<file path="src/rtl/b64e_pkg.sv">
`timescale 1ns / 1ps
`default_nettype none

package b64e_pkg;

    localparam int unsigned JOB_DEPTH = 4;

    localparam logic [7:0] PAD_CHAR = 8'h3D;

    typedef struct packed {
        logic [7:0] data_byte;
        logic       last_byte;
    } byte_item_t;

    typedef struct packed {
        logic [7:0] out_char;
        logic       last_char;
    } char_item_t;

    // One accepted byte turned into its characters (one to four).
    typedef struct packed {
        logic [3:0][7:0] chars;
        logic [1:0]      last_idx;
        logic            fin;
    } job_t;

    typedef enum logic [1:0] {
        PHASE_0 = 2'd0,
        PHASE_1 = 2'd1,
        PHASE_2 = 2'd2
    } phase_t;

    function automatic logic [7:0] b64_sym(input logic [5:0] six);
        logic [7:0] v;
        v = {2'b00, six};
        if (six < 6'd26) begin
            b64_sym = 8'h41 + v;
        end else if (six < 6'd52) begin
            b64_sym = 8'h61 + v - 8'd26;
        end else if (six < 6'd62) begin
            b64_sym = 8'h30 + v - 8'd52;
        end else if (six == 6'd62) begin
            b64_sym = 8'h2B;
        end else begin
            b64_sym = 8'h2F;
        end
    endfunction

endpackage

`default_nettype wire

</file>
<file path="src/rtl/b64e_front.sv">
`timescale 1ns / 1ps
`default_nettype none

module b64e_front
    import b64e_pkg::*;
(
    input  wire logic       clk,
    input  wire logic       rst_n,
    input  wire logic       push,
    output logic            full,
    input  wire byte_item_t byte_item,
    input  wire logic       queue_full,
    output logic            queue_push,
    output job_t            queue_job
);

    phase_t     phase_reg, phase_next;
    logic [3:0] carry_reg, carry_next;
    logic [7:0] b;
    logic       fin;
    logic       accept;

    assign b      = byte_item.data_byte;
    assign fin    = byte_item.last_byte;
    assign full   = queue_full;
    assign accept = push && !queue_full;
    assign queue_push = accept;

    always_comb
    begin
        queue_job       = '0;
        queue_job.fin   = fin;
        phase_next      = PHASE_0;
        carry_next      = 4'd0;
        case (phase_reg)
            PHASE_1:
            begin
                queue_job.chars[0] = b64_sym({carry_reg[1:0], b[7:4]});
                if (fin) begin
                    queue_job.chars[1] = b64_sym({b[3:0], 2'b00});
                    queue_job.chars[2] = PAD_CHAR;
                    queue_job.last_idx = 2'd2;
                end else begin
                    queue_job.last_idx = 2'd0;
                    carry_next         = b[3:0];
                    phase_next         = PHASE_2;
                end
            end
            PHASE_2:
            begin
                queue_job.chars[0] = b64_sym({carry_reg, b[7:6]});
                queue_job.chars[1] = b64_sym(b[5:0]);
                queue_job.last_idx = 2'd1;
            end
            default:
            begin
                queue_job.chars[0] = b64_sym(b[7:2]);
                if (fin) begin
                    queue_job.chars[1] = b64_sym({b[1:0], 4'b0000});
                    queue_job.chars[2] = PAD_CHAR;
                    queue_job.chars[3] = PAD_CHAR;
                    queue_job.last_idx = 2'd3;
                end else begin
                    queue_job.last_idx = 2'd0;
                    carry_next         = {2'b00, b[1:0]};
                    phase_next         = PHASE_1;
                end
            end
        endcase
        if (fin) begin
            phase_next = PHASE_0;
            carry_next = 4'd0;
        end
    end

    always_ff @(posedge clk or negedge rst_n)
    begin
        if (!rst_n) begin
            phase_reg <= PHASE_0;
            carry_reg <= 4'd0;
        end else if (accept) begin
            phase_reg <= phase_next;
            carry_reg <= carry_next;
        end
    end

endmodule

`default_nettype wire

</file>
<file path="src/rtl/b64e_job_fifo.sv">
`timescale 1ns / 1ps
`default_nettype none

module b64e_job_fifo
    import b64e_pkg::*;
#(
    parameter int unsigned Depth = JOB_DEPTH
)
(
    input  wire logic clk,
    input  wire logic rst_n,
    input  wire logic wr_en,
    input  wire job_t wr_job,
    output logic      full,
    input  wire logic rd_en,
    output job_t      rd_job,
    output logic      empty
);

    localparam int unsigned PtrW = (Depth > 1) ? $clog2(Depth) : 1;
    localparam int unsigned CntW = $clog2(Depth + 1);

    job_t            mem [Depth];
    logic [PtrW-1:0] wr_ptr_reg, rd_ptr_reg;
    logic [CntW-1:0] count_reg;
    logic            do_wr, do_rd;

    assign full   = (count_reg == CntW'(Depth));
    assign empty  = (count_reg == '0);
    assign do_wr  = wr_en && !full;
    assign do_rd  = rd_en && !empty;
    assign rd_job = mem[rd_ptr_reg];

    function automatic logic [PtrW-1:0] ptr_inc(input logic [PtrW-1:0] p);
        if (p == PtrW'(Depth - 1)) begin
            ptr_inc = '0;
        end else begin
            ptr_inc = p + 1'b1;
        end
    endfunction

    always_ff @(posedge clk)
    begin
        if (do_wr) begin
            mem[wr_ptr_reg] <= wr_job;
        end
    end

    always_ff @(posedge clk or negedge rst_n)
    begin
        if (!rst_n) begin
            wr_ptr_reg <= '0;
            rd_ptr_reg <= '0;
            count_reg  <= '0;
        end else begin
            if (do_wr) begin
                wr_ptr_reg <= ptr_inc(wr_ptr_reg);
            end
            if (do_rd) begin
                rd_ptr_reg <= ptr_inc(rd_ptr_reg);
            end
            if (do_wr && !do_rd) begin
                count_reg <= count_reg + 1'b1;
            end else if (do_rd && !do_wr) begin
                count_reg <= count_reg - 1'b1;
            end
        end
    end

endmodule

`default_nettype wire

</file>
<file path="src/rtl/b64e_back.sv">
`timescale 1ns / 1ps
`default_nettype none

module b64e_back
    import b64e_pkg::*;
(
    input  wire logic clk,
    input  wire logic rst_n,
    input  wire logic queue_empty,
    input  wire job_t queue_job,
    output logic      queue_pop,
    output logic      empty,
    input  wire logic pop,
    output char_item_t char_item
);

    job_t       job_reg;
    logic [1:0] idx_reg;
    logic       valid_reg;
    logic       done;
    logic       take;

    assign done      = (idx_reg == job_reg.last_idx);
    assign take      = !valid_reg || (pop && done);
    assign queue_pop = take && !queue_empty;
    assign empty     = !valid_reg;

    assign char_item.out_char  = job_reg.chars[idx_reg];
    assign char_item.last_char = job_reg.fin && done;

    // Load the next job when the output is empty or the current one has its last character taken.
    always_ff @(posedge clk)
    begin
        if (queue_pop) begin
            job_reg <= queue_job;
        end
    end

    always_ff @(posedge clk or negedge rst_n)
    begin
        if (!rst_n) begin
            valid_reg <= 1'b0;
            idx_reg   <= 2'd0;
        end else if (take) begin
            valid_reg <= !queue_empty;
            idx_reg   <= 2'd0;
        end else if (pop) begin
            idx_reg   <= idx_reg + 2'd1;
        end
    end

endmodule

`default_nettype wire

</file>
<file path="src/rtl/base64_stream_encoder.sv">
// Base64 stream encoder (standard alphabet, '=' padding).
// Input channel: one raw byte per transaction (push/full), with last_byte
// marking the final byte of a message. Output channel: one ASCII character
// per transaction (empty/pop), with last_char on the final character.
// The front stage takes a byte in every cycle that full is low, turns it into
// one to four characters and writes them as one job into a small queue of
// JobDepth entries. The back stage presents those characters one per cycle
// while pop is high. With the output stage idle, the first character of a byte
// passes through the queue and then the output register before it can be
// popped. Throughput: one character per cycle at the output while pop is high
// (four characters per three bytes, plus the flush of a final partial group);
// bytes are taken back to back until the queue fills.
// When the receiver holds pop low, the current character stays on the
// output, the queue fills and full rises; no data is lost.
// Reset empties the queue and the output stage and starts a new group.
`timescale 1ns / 1ps
`default_nettype none

module base64_stream_encoder
    import b64e_pkg::*;
#(
    parameter int unsigned JobDepth = JOB_DEPTH
)
(
    input  wire logic       clk,
    input  wire logic       rst_n,
    input  wire logic       push,
    output logic            full,
    input  wire byte_item_t byte_item,
    output logic            empty,
    input  wire logic       pop,
    output char_item_t      char_item
);

    logic q_push, q_full, q_pop, q_empty;
    job_t q_wr_job, q_rd_job;

    b64e_front u_front (
        .clk        (clk),
        .rst_n      (rst_n),
        .push       (push),
        .full       (full),
        .byte_item  (byte_item),
        .queue_full (q_full),
        .queue_push (q_push),
        .queue_job  (q_wr_job)
    );

    b64e_job_fifo #(
        .Depth (JobDepth)
    ) u_fifo (
        .clk    (clk),
        .rst_n  (rst_n),
        .wr_en  (q_push),
        .wr_job (q_wr_job),
        .full   (q_full),
        .rd_en  (q_pop),
        .rd_job (q_rd_job),
        .empty  (q_empty)
    );

    b64e_back u_back (
        .clk         (clk),
        .rst_n       (rst_n),
        .queue_empty (q_empty),
        .queue_job   (q_rd_job),
        .queue_pop   (q_pop),
        .empty       (empty),
        .pop         (pop),
        .char_item   (char_item)
    );

endmodule

`default_nettype wire

</file>
<file path="config.mk">
export PLATFORM = sky130hd
export DESIGN_NAME = base64_stream_encoder
export DESIGN_NICKNAME = d
export VERILOG_FILES = /design/src/rtl/b64e_pkg.sv /design/src/rtl/b64e_front.sv /design/src/rtl/b64e_job_fifo.sv /design/src/rtl/b64e_back.sv /design/src/rtl/base64_stream_encoder.sv
export SDC_FILE = /design/constraint.sdc
export NUM_CORES = 1
export LEC_CHECK = 0
export CORE_MARGIN = 5
export CORE_UTILIZATION = 65
export DETAILED_ROUTE_END_ITERATION = 10
export DONT_BUFFER_PORTS = 1
export GPL_ROUTABILITY_DRIVEN = 1
export HOLD_SLACK_MARGIN = 0.03
export PLACE_DENSITY = 0.93
export SKIP_LAST_GASP = 1
export SLEW_MARGIN = 5
export SYNTH_ARGS = -nofsm -noshare
export SYNTH_HDL_FRONTEND = slang
export SYNTH_SLANG_ARGS = --single-unit
</file>
<file path="constraint.sdc">
create_clock -name clk -period 8.3 [get_ports clk]
set_input_delay 1.66 -clock clk [delete_from_list [all_inputs] [get_ports clk]]
set_output_delay 1.66 -clock clk [all_outputs]
set_load 0.05 [all_outputs]
</file>
# Yosys cells after proc, flatten, opt, wreduce, memory -nomap -nowiden
# Memories as Yosys holds them, arrays and structs flattened. A register that Yosys moved wholly into a read port is not among the register bits.
# Cells that the tools add are included.
# word_totals
register_bits	24
latch_bits	0
mem_bits_rw	132
rom_bits	0
inputBits	13
output_inout_bits	11
elab_cells	134
mem_count	1
# memory_table
memory	depth	word_bits	rd	rd_clocked_by_memory_dff	write_ports	line_no	rtl
u_fifo.mem	4	33	1	1	1	b64e_job_fifo.sv:23	job_t mem [Depth];
# classes
addsub	35
multipliers	0
div	0
magnitude_cmp	19
n_eq_ne	10
shift	0
mux	43
bitwise_logic	0
reduce_logical	18
# ops
operator	count
$mux 8	19
$add 7x6->8 const A	12
$lt 6x6->1 const B	12
$sub 8x5->8 const B	6
$sub 8x6->8 const B	6
$add 6x6->7 const A	6
$lt 6x5->1 const B	6
$pmux 18 s2	1
$eq 6x6->1 const B	4
$mux 22	1
$mux 3	6
$bmux 8 s2	1
$pmux 8 s2	1
$mux 14	1
$mux 2	7
$logic_and 1x1->1	8
$pmux 4 s2	1
$add 2x1->2 const B	3
$eq 2x2->1 const B	3
$mux 6	1
$logic_not 1->1	5
$mux 4	1
$pmux 2 s2	1
$reduce_bool 2->1	2
other kinds (10)	11

# Longest topological paths before layout
# Gate-level depths: netlist of run 1.
# depth
word_depth	8
ltp_mapped	11
ltp_nobuf	10

# Cells and area by module
# A second synthesis of run 1 with hierarchy kept.
# hier_totals
hier_cells	637
hier_area_um2	9384.0
# by_module_without_submodules
mod	instances	cells_each	area_per_inst_um2	seq_area_each_um2
b64e_job_fifo	1	220	5559.1	4379.2
b64e_front	1	356	2369.8	150.1
b64e_back	1	61	1455.1	1126.1

# Least setup slack after synthesis of run 1
# Ideal clock, no wire load.
# synth_path
path_type	flip-flop to output port
start	reg u_back.idx_reg[1]
end	out char_item[3] in the netlist's numbering
arrival_time_ps	2041
t_required_ps	6640
setup_slack_ps	4599
path_stages_with_launch	5
n_path_buf	2
path_cell_list	dfrtp_1 > clkbuf_1 > clkbuf_1 > o21ai_0 > o21ai_0
# synth_rtl
item	line_no	rtl
start, declared	b64e_back.sv:18	logic [1:0] idx_reg;
start signal, assigned	b64e_back.sv:48	idx_reg <= idx_reg + 2'd1;
end, declared	base64_stream_encoder.sv:32	output char_item_t char_item

==> results of run 1 <==
## worst max-delay path, cell delays in order (launching register included)
cell	delay, ps
dfrtp_1	550
nand2b_1	230
o21ai_0	130
o21ai_1	760
## layout by cell type (no fill, tap or decap), drive strengths merged, types with 3 or more instances in the layout
cell       n
a211o      3
a211oi     8
a21o       5
a21oi     27
a31oi     11
a32o       3
and2       7
clkbuf    25
clkinv     5
dfrtp     16
edfxtp   100
ha        33
inv       29
mux2       6
mux2i      9
mux4      20
nand2     36
nand2b    11
nand3     23
nand4      5
nor2      28
nor2b     10
nor3      10
o2111ai    3
o211ai    12
o21ai     44
o21bai     6
o221ai     4
o311ai     4
o31ai      4
o32ai      3
or3        6
xnor2     15
xor2       9
## cell type report
class / instances / area share, %
inverters: 29 / 1.50
multi-input cells: 391 / 41.5
well taps: 136 / 2.35
clock inverters: 7 / 1.16
repair buffers: 2 / 0.207
flip-flops and latches: 116 / 46.9
clock buffers: 25 / 6.40
## cell families after synthesis
family / after synthesis / share of synthesized area [%]
adder cells (fa/ha/maj): 34 / 6.48
AO/OA/AOI/OAI: 155 / 15.6
flip-flops: 116 / 50.9
buffers and inverters: 67 / 4.17
AND/OR/NAND/NOR: 143 / 10.6
XOR/XNOR: 24 / 3.14
multiplexers: 35 / 9.10
## power groups by stage
stage | combinational, mW | sequential [mW] | clock (mW)
CTS | 0.917 | 1.03 | 0.673
floorplan | 0.764 | 0.946 | 0
global route | 0.993 | 1.05 | 0.709
detailed placement | 0.896 | 1.02 | 0
finish | 0.919 | 1.03 | 0.667
global placement | 0.854 | 1.00 | 0
## worst max path at each step
stage	depth (start not counted)	startpoint	slack [ps]	endpoint
final	3	u_back.idx_reg[1]$_DFFE_PN0P_	4450	char_item[5]
after global routing	3	u_back.idx_reg[1]$_DFFE_PN0P_	4270	char_item[3]
after CTS	3	u_back.idx_reg[1]$_DFFE_PN0P_	4420	char_item[5]
after detailed placement	8	pop	4450	u_fifo.count_reg[1]$_DFFE_PN0P_
after global placement	8	pop	4550	u_fifo.count_reg[1]$_DFFE_PN0P_
after floorplan	4	u_back.idx_reg[1]$_DFFE_PN0P_	4600	char_item[3]
## layer usage
layer,track usage (%),share of wire (%),vias up
met5,0,0,-
met4,8.52,1.9,0
met3,5.87,7.1,32
met2,46.0,51,249
met1,35.5,40,2271
li1,-,-,2156
## through the flow
step	total power, mW	setup slack, ps	util [%]	hold WS, ps	instance area [um^2]
floorplan	1.71	4600	-	468	6690
global route	2.75	4270	71.2	597	7250
global placement	1.86	4550	65.8	493	6710
finish	2.62	4450	71.2	555	7250
detailed placement	1.92	4450	65.8	516	6710
CTS	2.62	4420	71.2	567	7250
==> reports/results.ini, run 1 <==
[status]
status = finished, final reports clean

[timing]
worst_pin_slew_ps = 1080
finalCritPeriodShare_pct = 46.3
fmax_mhz = 260
final.setup.tns_ps = 0
maxSlewHeadroom_pct = 27.9
rsz0062_at_grt = false
finalHoldViolCount = 0
finalCriticalPeriod_ps = 3850
setup_viol = 0
maxSlewViolCount = 0
fin_skew_ps = 7.22

[synthesis]
syn_area_um2 = 6690
synth_ff_type = edfxtp_1
synth.most_common_cell = edfxtp_1
avgSynthCellArea_um2 = 11.6
yosys_warnings = 0
synth_nets = 621
ys_seq_elements = 116
netlist_top_cells_count = 100 x edfxtp_1, 36 x nand2_1, 33 x ha_1, 30 x o21ai_0, 28 x nor2_1
yosysTopAreaCell = edfxtp_1
synthArstFlopShare_pct = 13.8
synthTopCellsByArea = edfxtp_1 45%, mux4_2 6.7%, ha_1 6.2%
synth-edff-count = 100
synth_cell_types = 65
ys_seq_area_share_pct = 50.9
netlist.area_leader.share_pct = 44.9
syn_inst = 574

[pwr]
swShare_pct = 36.8
p_comb_share_pct = 35.1
p_int_mw = 1.66
pwr-share-clk_pct = 25.5
power_density_nw_per_um2 = 361
worst_ir_drop_vdd_mv = 0.317
p_sw_mw = 0.963
seqPwrFrac_pct = 39.4
leakage_nw = 2.58

[cts]
cts.sinks = 116
clockBufferDepth = 2
cts_inserted_buffers = 17
post_cts_buffers = 0
clk_latency_ps = 510
cts_tree = built
hold_buffers = 0
htree_levels = 4
cts_resized = 0
cts.clk_slew.worst_paths_ps = 50
cts-root-buf = clkbuf_8

[global_route]
grt_pass1_vias = 4661
grt_util_all_layers_pct = 27.2
grt_pass1_wl_um = 26200
grt_overflow = 0
antenna_found_initial = 0
grt_max_degree = 28

[floorplanning]
design.portCount = 24
core.rowCount = 37
fp.dieW_um = 111
fp.coreArea_um2 = 10200
initial_core_util_pct = 65.6
dieArea_um2 = 12400
die_y_um = 111

[detailed_routing]
dr_total_vias = 4708
drt_iter0_markers = 417
vias_per_cell = 6.67
first_pass_iters = 5
antenna_left = 0
routed_wl_um = 16300
wire_per_inst_um = 23.1
drc = 0

[min_path]
min_from = u_fifo.count_reg[2]$_DFFE_PN0P_
hold_depth = 1
hp-class = reg -> reg
hold_end = u_fifo.count_reg[2]$_DFFE_PN0P_

[worst_setup_path]
worst-path-max-fanout = 17
r2r_slack_ps = 5150
worstSetupPathType = reg -> out
crit_arrival_ps = 2190
reg2regPathDepth = 8
start_kind = flop
worstPathRequired_ps = 6640
r2r-start = u_back.idx_reg[1]$_DFFE_PN0P_
end_kind = primary output
r2r-end = u_fifo.count_reg[1]$_DFFE_PN0P_

[layout]
layout.nets = 604
multi_input_comb_area_um2 = 3010
register_area_um2 = 3400
largest_reg_flops = 80
num_antenna_cells = 0
layout-drive-gt1-share_pct = 10.4
stdcell_count = 706
area_growth_pct = 8.50
n_fill_cell = 692

[job]
drv_cap = 0

[placement]
dpl.hpwl_um = 10400
gp_congestion = 0.932
portBuffers = 0
place_inst = 674

No activity file was read; power rests on OpenSTA's default activity.
==> run 2: changes to the inputs <==
--- a/config.mk
+++ b/config.mk
@@ -6,12 +6,12 @@
 export NUM_CORES = 1
 export LEC_CHECK = 0
 export CORE_MARGIN = 5
-export CORE_UTILIZATION = 65
+export CORE_UTILIZATION = 58
 export DETAILED_ROUTE_END_ITERATION = 10
 export DONT_BUFFER_PORTS = 1
 export GPL_ROUTABILITY_DRIVEN = 1
 export HOLD_SLACK_MARGIN = 0.03
-export PLACE_DENSITY = 0.93
+export PLACE_DENSITY = 0.88
 export SKIP_LAST_GASP = 1
 export SLEW_MARGIN = 5
 export SYNTH_ARGS = -nofsm -noshare
==> constraint.sdc (replaced) <==
create_clock -name clk -period 3.47 [get_ports clk]
set_input_delay 0.694 -clock clk [delete_from_list [all_inputs] [get_ports clk]]
set_output_delay 0.694 -clock clk [all_outputs]
set_load 0.05 [all_outputs]
==> reports/results.ini, run 2 (synthesis gave the netlist of run 1 again) <==
[detailed_routing]
routed_wl_um = 15700  ; was 16,300 um
drt_iter0_markers = 558  ; was 417
wire_per_inst_um = 21.6  ; was 23.1 um
antenna_left = 0  ; unchanged
dr_total_vias = 4774  ; was 4,708
drc = 0  ; unchanged
vias_per_cell = 6.57  ; was 6.67
first_pass_iters = 5  ; unchanged

[worst_setup_path]
worstPathRequired_ps = 3600  ; was 6640 ps
worst-path-max-fanout = 12  ; was 17
end_kind = flop  ; was primary output
crit_arrival_ps = 2950  ; was 2190 ps
start_kind = flop  ; unchanged
worstSetupPathType = reg -> reg  ; was reg -> out

[placement]
portBuffers = 0  ; unchanged
dpl_cell_area_um2 = 6820  ; was 6710 um^2
dpl.hpwl_um = 10700  ; was 10,400 um
gp_congestion = 0.938  ; was 0.932
dpl_worst_slack_ps = 775  ; was 4450 ps

[cts]
cts_tree = built  ; unchanged
clockBufferDepth = 2  ; unchanged
clk_latency_ps = 400  ; was 510 ps
cts_inserted_buffers = 17  ; unchanged
cts_resized = 0  ; unchanged
cts.clk_slew.worst_paths_ps = 50  ; about the same
cts-root-buf = clkbuf_16  ; was clkbuf_8
cts.sinks = 116  ; unchanged
htree_levels = 4  ; unchanged

[status]
status = finished, final reports clean  ; unchanged

[floorplanning]
die_y_um = 117  ; was 111 um
fp.coreArea_um2 = 11400  ; was 10,200 um^2
core.rowCount = 39  ; was 37
dieArea_um2 = 13800  ; was 12,400 um^2
initial_core_util_pct = 58.8  ; was 65.6%
design.portCount = 24  ; unchanged
fp.dieW_um = 117  ; was 111 um

[timing]
rsz0062_at_grt = false  ; unchanged
final.setup.tns_ps = 0  ; unchanged
fmax_mhz = 355
maxSlewViolCount = 0  ; unchanged
finalCritPeriodShare_pct = 81.2
finalCriticalPeriod_ps = 2820
finalHoldViolCount = 0  ; unchanged
fin_skew_ps = 5.04  ; was 7.22 ps
maxSlewHeadroom_pct = 35.5  ; was 27.9%
setup_ws_ps = 652  ; was 4450 ps
setup_viol = 0  ; unchanged
worst_pin_slew_ps = 967  ; was 1080 ps

[layout]
layout-drive-gt1-share_pct = 11.8  ; was 10.4%
num_antenna_cells = 0  ; unchanged
layout_common_cells = 100 x edfxtp_1, 36 x nand2_1, 33 x ha_1  ; unchanged
finalCoreUtilization_pct = 64.8  ; was 71.2%
area_growth_pct = 10.1  ; was 8.50%
layout.nets = 619  ; was 604
final_common_cell = edfxtp_1  ; unchanged
largest_reg_flops = 80  ; unchanged
fin_area_um2 = 7360  ; was 7250 um^2

[min_path]
hp-class = in -> reg  ; was reg -> reg

[global_route]
gr-usage-met2_pct = 39.3  ; was 46.0%
grtUsageMet1_pct = 29.3  ; was 35.5%
grt_pass1_wl_um = 24900  ; was 26,200 um
grt_max_degree = 24  ; was 28
antenna_found_initial = 0  ; unchanged
use_met3_pct = 4.28  ; was 5.87%
grt-busiest-layer = met2  ; unchanged
grt_pass1_vias = 4619  ; was 4,661
grt_util_all_layers_pct = 22.8  ; was 27.2%
grt_overflow = 0  ; unchanged

[pwr]
worst_ir_drop_vdd_mv = 0.866  ; was 0.317 mV
total_power_mw = 6.31  ; was 2.62 mW
leakage_nw = 2.64  ; was 2.58 nW
power_density_nw_per_um2 = 857  ; was 361 nW/um^2

[job]
drv_cap = 0  ; unchanged

-- run 2: cell count changes in the layout (fill, tap and decap cells not counted), sizes merged --
| cell | before | now |
|---|---|---|
| buf | 2 | 16 |
| clkinv | 5 | 6 |
| dlygate4sd3 | 0 | 1 |
| clkbuf | 25 | 23 |
-- run 2: final cells by class --
class	instances	area, um^2
flip-flops and latches	116	3400
repair buffers	17	130
well taps	143	179
clock inverters	8	85.1
inverters	29	109
multi-input cells	391	3010
clock buffers	23	448
fillers	829	4010
-- run 2: path summary, 6_finish.rpt --
path	from	endpoint	slack [ps]	depth (start not counted)
min reg2reg	u_fifo.count_reg[2]$_DFFE_PN0P_	u_fifo.count_reg[2]$_DFFE_PN0P_	520	1
min	byte_item[0]	u_fifo.mem[0][0]$_DFFE_PP_	390	0
max in group asynchronous	rst_n	u_front.carry_reg[3]$_DFFE_PN0P_	2230	1
max reg2reg	u_front.carry_reg[0]$_DFFE_PN0P_	u_fifo.mem[3][3]$_DFFE_PP_	650	6
min in group asynchronous	rst_n	u_back.idx_reg[1]$_DFFE_PN0P_	790	1
max	u_front.carry_reg[0]$_DFFE_PN0P_	u_fifo.mem[3][3]$_DFFE_PP_	650	6
-- run 2: per-stage QoR --
step	std cells	hold WS [ps]
after floorplan	574	398
after global placement	695	399
after detailed placement	695	399
after CTS	727	366
after global routing	727	366
final	727	388
-- run 2: routing by layer --
layer	vias up	share of wire [%]
li1	2178	-
met3	31	7.1
met5	-	0
met4	0	1.8
met2	241	51
met1	2324	40
-- run 2: critical path, cell delays in order (launching register included) --
cell	delay (ps)
dfrtp_1	600
ha_1	500
nor2b_1	480
nand3_1	230
mux2i_1	200
nand2_1	70
a21oi_1	450
-- run 2: power breakdown --
| group | leakage (nW) | total [mW] | switching, mW | internal, mW |
|---|---|---|---|---|
| clock | 0.259 | 1.56 | 0.529 | 1.03 |
| sequential | 1.12 | 2.39 | 0.246 | 2.14 |
| combinational | 1.26 | 2.36 | 1.49 | 0.870 |
| total | 2.64 | 6.31 | 2.27 | 4.04 |
-- run 2: repair_timing --
item	4_1_cts	5_1_grt
hold endpoints to repair	16	0
setup buffers	0	0
hold buffers	1	0
